==> src/design/mbrc_pkg.sv <==
// Shared types and constants for the Modbus read response checker.
package mbrc_pkg;

  localparam logic [7:0]  FUNC_READ_HOLDING = 8'h03;
  localparam logic [15:0] CRC_INIT          = 16'hFFFF;
  localparam logic [15:0] CRC_POLY          = 16'hA001;
  localparam logic [8:0]  POS_MAX           = 9'd511;

  localparam logic [7:0] SLAVE_RESET = 8'd1;
  localparam logic [6:0] REGS_RESET  = 7'd2;

  // Register indexes on the configuration port.
  localparam logic REG_SLAVE = 1'b0;
  localparam logic REG_REGS  = 1'b1;

  // One byte request handed from the input register to the frame checker.
  typedef struct packed {
    logic       valid;
    logic [7:0] rx_byte;
    logic       end_of_frame;
  } step_t;

endpackage

==> src/design/mbrc_crc16_byte.sv <==
// Byte-wide unrolled CRC-16 update with the reflected polynomial.
module mbrc_crc16_byte (
  input  logic [15:0] crc_in,
  input  logic [7:0]  data_in,
  output logic [15:0] crc_out
);

  always_comb begin
    logic [15:0] c;
    c = crc_in ^ {8'h00, data_in};
    for (int i = 0; i < 8; i++) begin
      if (c[0]) begin
        c = (c >> 1) ^ mbrc_pkg::CRC_POLY;
      end else begin
        c = c >> 1;
      end
    end
    crc_out = c;
  end

endmodule

==> src/design/mbrc_frame_check.sv <==
// Per-frame state and checks: header, byte count, CRC and length.
module mbrc_frame_check (
  input  logic           clk,
  input  logic           rst_n,
  input  mbrc_pkg::step_t step,
  input  logic [7:0]     slave,
  input  logic [6:0]     regs,
  output logic           frame_ok
);

  logic [8:0]  pos_r, pos_nxt;
  logic [15:0] crc_r, crc_nxt;
  logic        hdr_bad_r, hdr_bad_nxt;
  logic [7:0]  dlen_r, dlen_nxt;
  logic [7:0]  crc_low_r, crc_low_nxt;
  logic        crc_mis_r, crc_mis_nxt;

  logic [15:0] crc_upd;
  logic [9:0]  crc_end;
  logic [9:0]  pos_ext;

  mbrc_crc16_byte u_crc (
    .crc_in  (crc_r),
    .data_in (step.rx_byte),
    .crc_out (crc_upd)
  );

  always_comb begin
    hdr_bad_nxt = hdr_bad_r;
    dlen_nxt    = dlen_r;
    crc_nxt     = crc_r;
    crc_low_nxt = crc_low_r;
    crc_mis_nxt = crc_mis_r;

    if (pos_r == 9'd0 && step.rx_byte != slave) begin
      hdr_bad_nxt = 1'b1;
    end
    if (pos_r == 9'd1 && step.rx_byte != mbrc_pkg::FUNC_READ_HOLDING) begin
      hdr_bad_nxt = 1'b1;
    end
    if (pos_r == 9'd2) begin
      dlen_nxt = step.rx_byte;
      if (step.rx_byte != {regs, 1'b0}) begin
        hdr_bad_nxt = 1'b1;
      end
    end

    // The covered span ends right after the data; the CRC pair follows it.
    crc_end = {2'b00, dlen_nxt} + 10'd3;
    pos_ext = {1'b0, pos_r};
    if (pos_ext < crc_end) begin
      crc_nxt = crc_upd;
    end else if (pos_ext == crc_end) begin
      crc_low_nxt = step.rx_byte;
    end else if (pos_ext == crc_end + 10'd1) begin
      if ({step.rx_byte, crc_low_r} != crc_r) begin
        crc_mis_nxt = 1'b1;
      end
    end

    pos_nxt = (pos_r == mbrc_pkg::POS_MAX) ? pos_r : pos_r + 9'd1;

    frame_ok = !hdr_bad_nxt && !crc_mis_nxt &&
               ({1'b0, pos_nxt} >= {2'b00, dlen_nxt} + 10'd5);
  end

  always_ff @(posedge clk) begin
    if (!rst_n) begin
      pos_r     <= '0;
      crc_r     <= mbrc_pkg::CRC_INIT;
      hdr_bad_r <= 1'b0;
      dlen_r    <= '0;
      crc_low_r <= '0;
      crc_mis_r <= 1'b0;
    end else if (step.valid) begin
      if (step.end_of_frame) begin
        pos_r     <= '0;
        crc_r     <= mbrc_pkg::CRC_INIT;
        hdr_bad_r <= 1'b0;
        dlen_r    <= '0;
        crc_low_r <= '0;
        crc_mis_r <= 1'b0;
      end else begin
        pos_r     <= pos_nxt;
        crc_r     <= crc_nxt;
        hdr_bad_r <= hdr_bad_nxt;
        dlen_r    <= dlen_nxt;
        crc_low_r <= crc_low_nxt;
        crc_mis_r <= crc_mis_nxt;
      end
    end
  end

endmodule

==> config.mk <==
export PLATFORM = sky130hd
export DESIGN_NAME = mbrc_frame_check
export DESIGN_NICKNAME = d
export VERILOG_FILES = /design/src/design/mbrc_pkg.sv /design/src/design/mbrc_crc16_byte.sv /design/src/design/mbrc_frame_check.sv
export SDC_FILE = /design/constraint.sdc
export NUM_CORES = 1
export LEC_CHECK = 0
export BUFFER_PORTS_ARGS = -buffer_cell sky130_fd_sc_hd__buf_2
export CAP_MARGIN = 20
export CORE_MARGIN = 2
export CORE_UTILIZATION = 45
export DETAILED_ROUTE_END_ITERATION = 10
export PLACE_DENSITY = 0.67
export SYNTH_ARGS = -nofsm -noshare
export SYNTH_HDL_FRONTEND = slang
export SYNTH_HIERARCHICAL = 1
export SYNTH_SLANG_ARGS = --single-unit
==> constraint.sdc <==
create_clock -name clk -period 8.2 [get_ports clk]
set_input_delay 1.23 -clock clk [delete_from_list [all_inputs] [get_ports clk]]
set_output_delay 1.23 -clock clk [all_outputs]
set_load 0.02 [all_outputs]
==> impl_metrics.tcl <==
set metrics [dict create \
    cp_top_family "simple AND/OR/NAND/NOR gates" \
    die_ar_sq_um 9280 \
    placementRows 33 \
    fraction_of_layout_cells_with_a_size_suffix_above_1 0.123 \
    floorplan.die.height_um 96.3 \
    top_usage_layer "met2" \
    drt_drc_violations_left 0 \
    power_switching_share 0.304 \
    max_clock_buf_depth 2 \
    synth.most_common_cell "sky130_fd_sc_hd__xnor2_1" \
    setup-tns-final_ns 0 \
    antenna_found_initial 0 \
    worst_clock_skew_ns 0.00732 \
    timing.critical_path.buf_inv 4 \
    cp-start-kind "register" \
    critical_path.endpoint_type "primary output" \
    crit_path_max_incr_delay_ns 0.55 \
    initial_core_util 0.465 \
    postSynth.asyncResetShare 0 \
    final_max_slew_viol_count 0 \
    area_of_all_placed_cells_without_fillers_sq_um 4060 \
    tritoncts "built" \
    grt_max_degree 44 \
    critPathArrivalTime_ns 5.16 \
    netlist.top_cell.by_area "sky130_fd_sc_hd__dfxtp_1" \
    synthesis.area_sq_um 3840 \
    layoutNonFillerInstCount 570 \
    ir_worst_vdd_v 0.0000822 \
    critical_path_peak_fanout 22 \
    wire_length_of_the_first_global_routing_pass_um 16700 \
    synthesis.instances 460 \
    io_pins 28 \
    dieWidth_um 96.3 \
    route.detailed.vias_per_inst 5.93 \
    cts.reportedPaths.clkPinSlew_ns 0.10 \
    portBuffers 27 \
    ys_warn_count 6 \
    setup_viol 0 \
    synth_to_layout_area_growth_pct 5.87 \
    power.density_nw_per_um2 128 \
    cp_slowest_cell "sky130_fd_sc_hd__or4b_4" \
    routed_wirelength_um 10100 \
    sequential_fraction_of_the_synthesis_area 0.224 \
    timing.slew.headroom 0.542 \
    combinationalPowerShare 0.228 \
    minimum_clock_period_after_layout_ns 6.39 \
    route.vias.total 3378 \
    max_cap_violations 0 \
    clock_insertion_delay_worst_skew_ns 0.30 \
    first_pass_iters 6 \
    static-leakage-power_nw 1.51 \
    worst_slew_pin_slew_ns 0.687 \
    n_antenna_cell 0 \
    met2_usage 0.391 \
    setup_repair_after_global_routing_missed_its_margin "false" \
    fmaxAchievable_mhz 156 \
    clock-sinks 43 \
    gp_congestion 0.986 \
    synth.top_cell.area_share 0.224 \
    placement.cell_area_sq_um 3940 \
    finalNetCount 517 \
    filler_cell_count 812 \
    cts_repair_resize_count 0 \
    cts_hold_buffers 0 \
    post_synth_most_frequent_cells "62 x sky130_fd_sc_hd__xnor2_1, 43 x sky130_fd_sc_hd__dfxtp_1, 29 x sky130_fd_sc_hd__nand2_1, 27 x sky130_fd_sc_hd__nor2b_1, 26 x sky130_fd_sc_hd__ha_1" \
    p_sw_mw 0.158 \
    sequentialPowerShare 0.427 \
    clock_tree.root_cell "sky130_fd_sc_hd__clkbuf_8" \
    grt.met3_usage 0.0399 \
    clock_power_share 0.345 \
    postRouteAntennaNets 0 \
    cts_buffers 5 \
    required_ns 6.97 \
    p_int_mw 0.362 \
    status "finished clean" \
    syn-mean-instance-area_sq_um 8.34 \
    dpl.hpwl_um 7430 \
    total_placed_cells_including_tap_cells 561 \
    synth.top_cells.by_area "sky130_fd_sc_hd__dfxtp_1 22%, sky130_fd_sc_hd__xnor2_1 14%, sky130_fd_sc_hd__ha_1 8.5%" \
    drtIter0Drc 248 \
    critical_path_class "reg2out" \
    synth.distinct_cells 61 \
    grt_pass1_vias 3315 \
    final_min_period_over_clock_period 0.780 \
    cp_cell_sequence "inv_1, ha_1, or4b_4, nor2_8, nor2_1, a21oi_1, inv_1, ha_1, nand4b_1, xnor2_1, mux2_2, inv_1, ha_1, o21ai_0, a21oi_1, o21ai_0, a21o_1, and2_1, or3_1, nor4_2, a221oi_1, buf_2" \
    cts.repair_timing.setup_buffer_count 0 \
    met1_usage 0.305 \
    htreeDepth 2 \
    dominantRegCellSynth "sky130_fd_sc_hd__dfxtp_1" \
    coreArea_sq_um 8260 \
    syn-num-nets 513 \
    globalRoute.totalOverflow 0 \
    report.final.hold_viol_count 0 \
    ys_seq_elements 43 \
    routed_wire_length_per_instance_um 17.7 \
    grt_use_total 0.234 \
    hold_path_class "reg2reg" \
    synth_enable_flop_cells 0 \
    final_util 0.492 \
]
-- state kept, by name, summed over array words and instances, names as in the netlist --
register / flops
crc_r: 16
pos_r: 9
crc_low_r: 8
dlen_r: 8
crc_mis_r: 1
hdr_bad_r: 1
-- placed cells by master (no fill, tap or decap), drive strengths merged, types with 2 or more instances in the layout --
cell type,instances
xnor2,65
dfxtp,43
nand2,29
buf,28
nor2b,27
ha,26
nor2,23
o21ai,21
o22ai,20
a21oi,19
xor2,19
a22oi,17
inv,17
nand4,13
nand3,13
and2,8
nor3,7
clkbuf,6
a21o,5
nor4,5
mux2i,4
nand2b,4
nand4b,3
and3,3
o21a,3
a31oi,3
or3,3
a32oi,3
a2111oi,3
or4,3
and4,2
o2111ai,2
-- path summary, 6_finish.rpt --
path	cells after the start	endpoint	startpoint	slack (ns)
worst min-delay path	2	crc_r[13]	crc_r[13]	0.54
worst min register to register	2	crc_r[13]	crc_r[13]	0.54
worst max register to register	20	crc_r[7]	pos_r[0]	3.24
worst max-delay path	22	frame_ok	pos_r[0]	1.81
-- area by class of cell --
type,count,area (sq um),area share
multi-input combinational,369,2740,0.676
sequential,43,861,0.212
timing repair buffer,29,150,0.0370
tap,105,131,0.0323
clock buffer,5,68.8,0.0169
inverter,16,60.1,0.0148
clock inverter,3,46.3,0.0114
-- power groups by stage --
stage	clock [mW]	sequential, mW	combinational (mW)
after floorplan	0	0.225	0.0929
after global placement	0	0.227	0.117
after detailed placement	0	0.227	0.118
after CTS	0.183	0.222	0.118
after global routing	0.189	0.223	0.129
final	0.179	0.222	0.119
-- metrics by stage --
stage                     hold WS [ns]  setup slack, ns  power, mW
after floorplan                  0.481             2.46      0.318
after global placement           0.505             2.33      0.343
after detailed placement         0.509             2.24      0.344
after CTS                        0.533             1.89      0.524
after global routing             0.578             1.46      0.541
final                            0.537             1.81      0.521
-- metal layers --
layer,vias up,wire [um]
li1,1638,-
met1,1587,4450
met2,125,4670
met3,28,677
met4,0,268
met5,-,0
-- worst min-delay path: cells and delay by family, from the launching register on --
| kind | cells | cell delay [ns] |
|---|---|---|
| compound gates | 1 | 0.08 |
| flops | 1 | 0.37 |
| simple gates | 1 | 0.06 |
-- cell families after synthesis --
kind of cell / share of synthesized area
adders and majority gates: 0.0848
and+or+nand+nor: 0.227
DFF: 0.224
buffers and inverters: 0.0603
xor gates and xnor gates: 0.204
muxes: 0.0134
AOI/OAI and AO/OA: 0.187
Note: power is estimated with default switching activity, not from simulation.
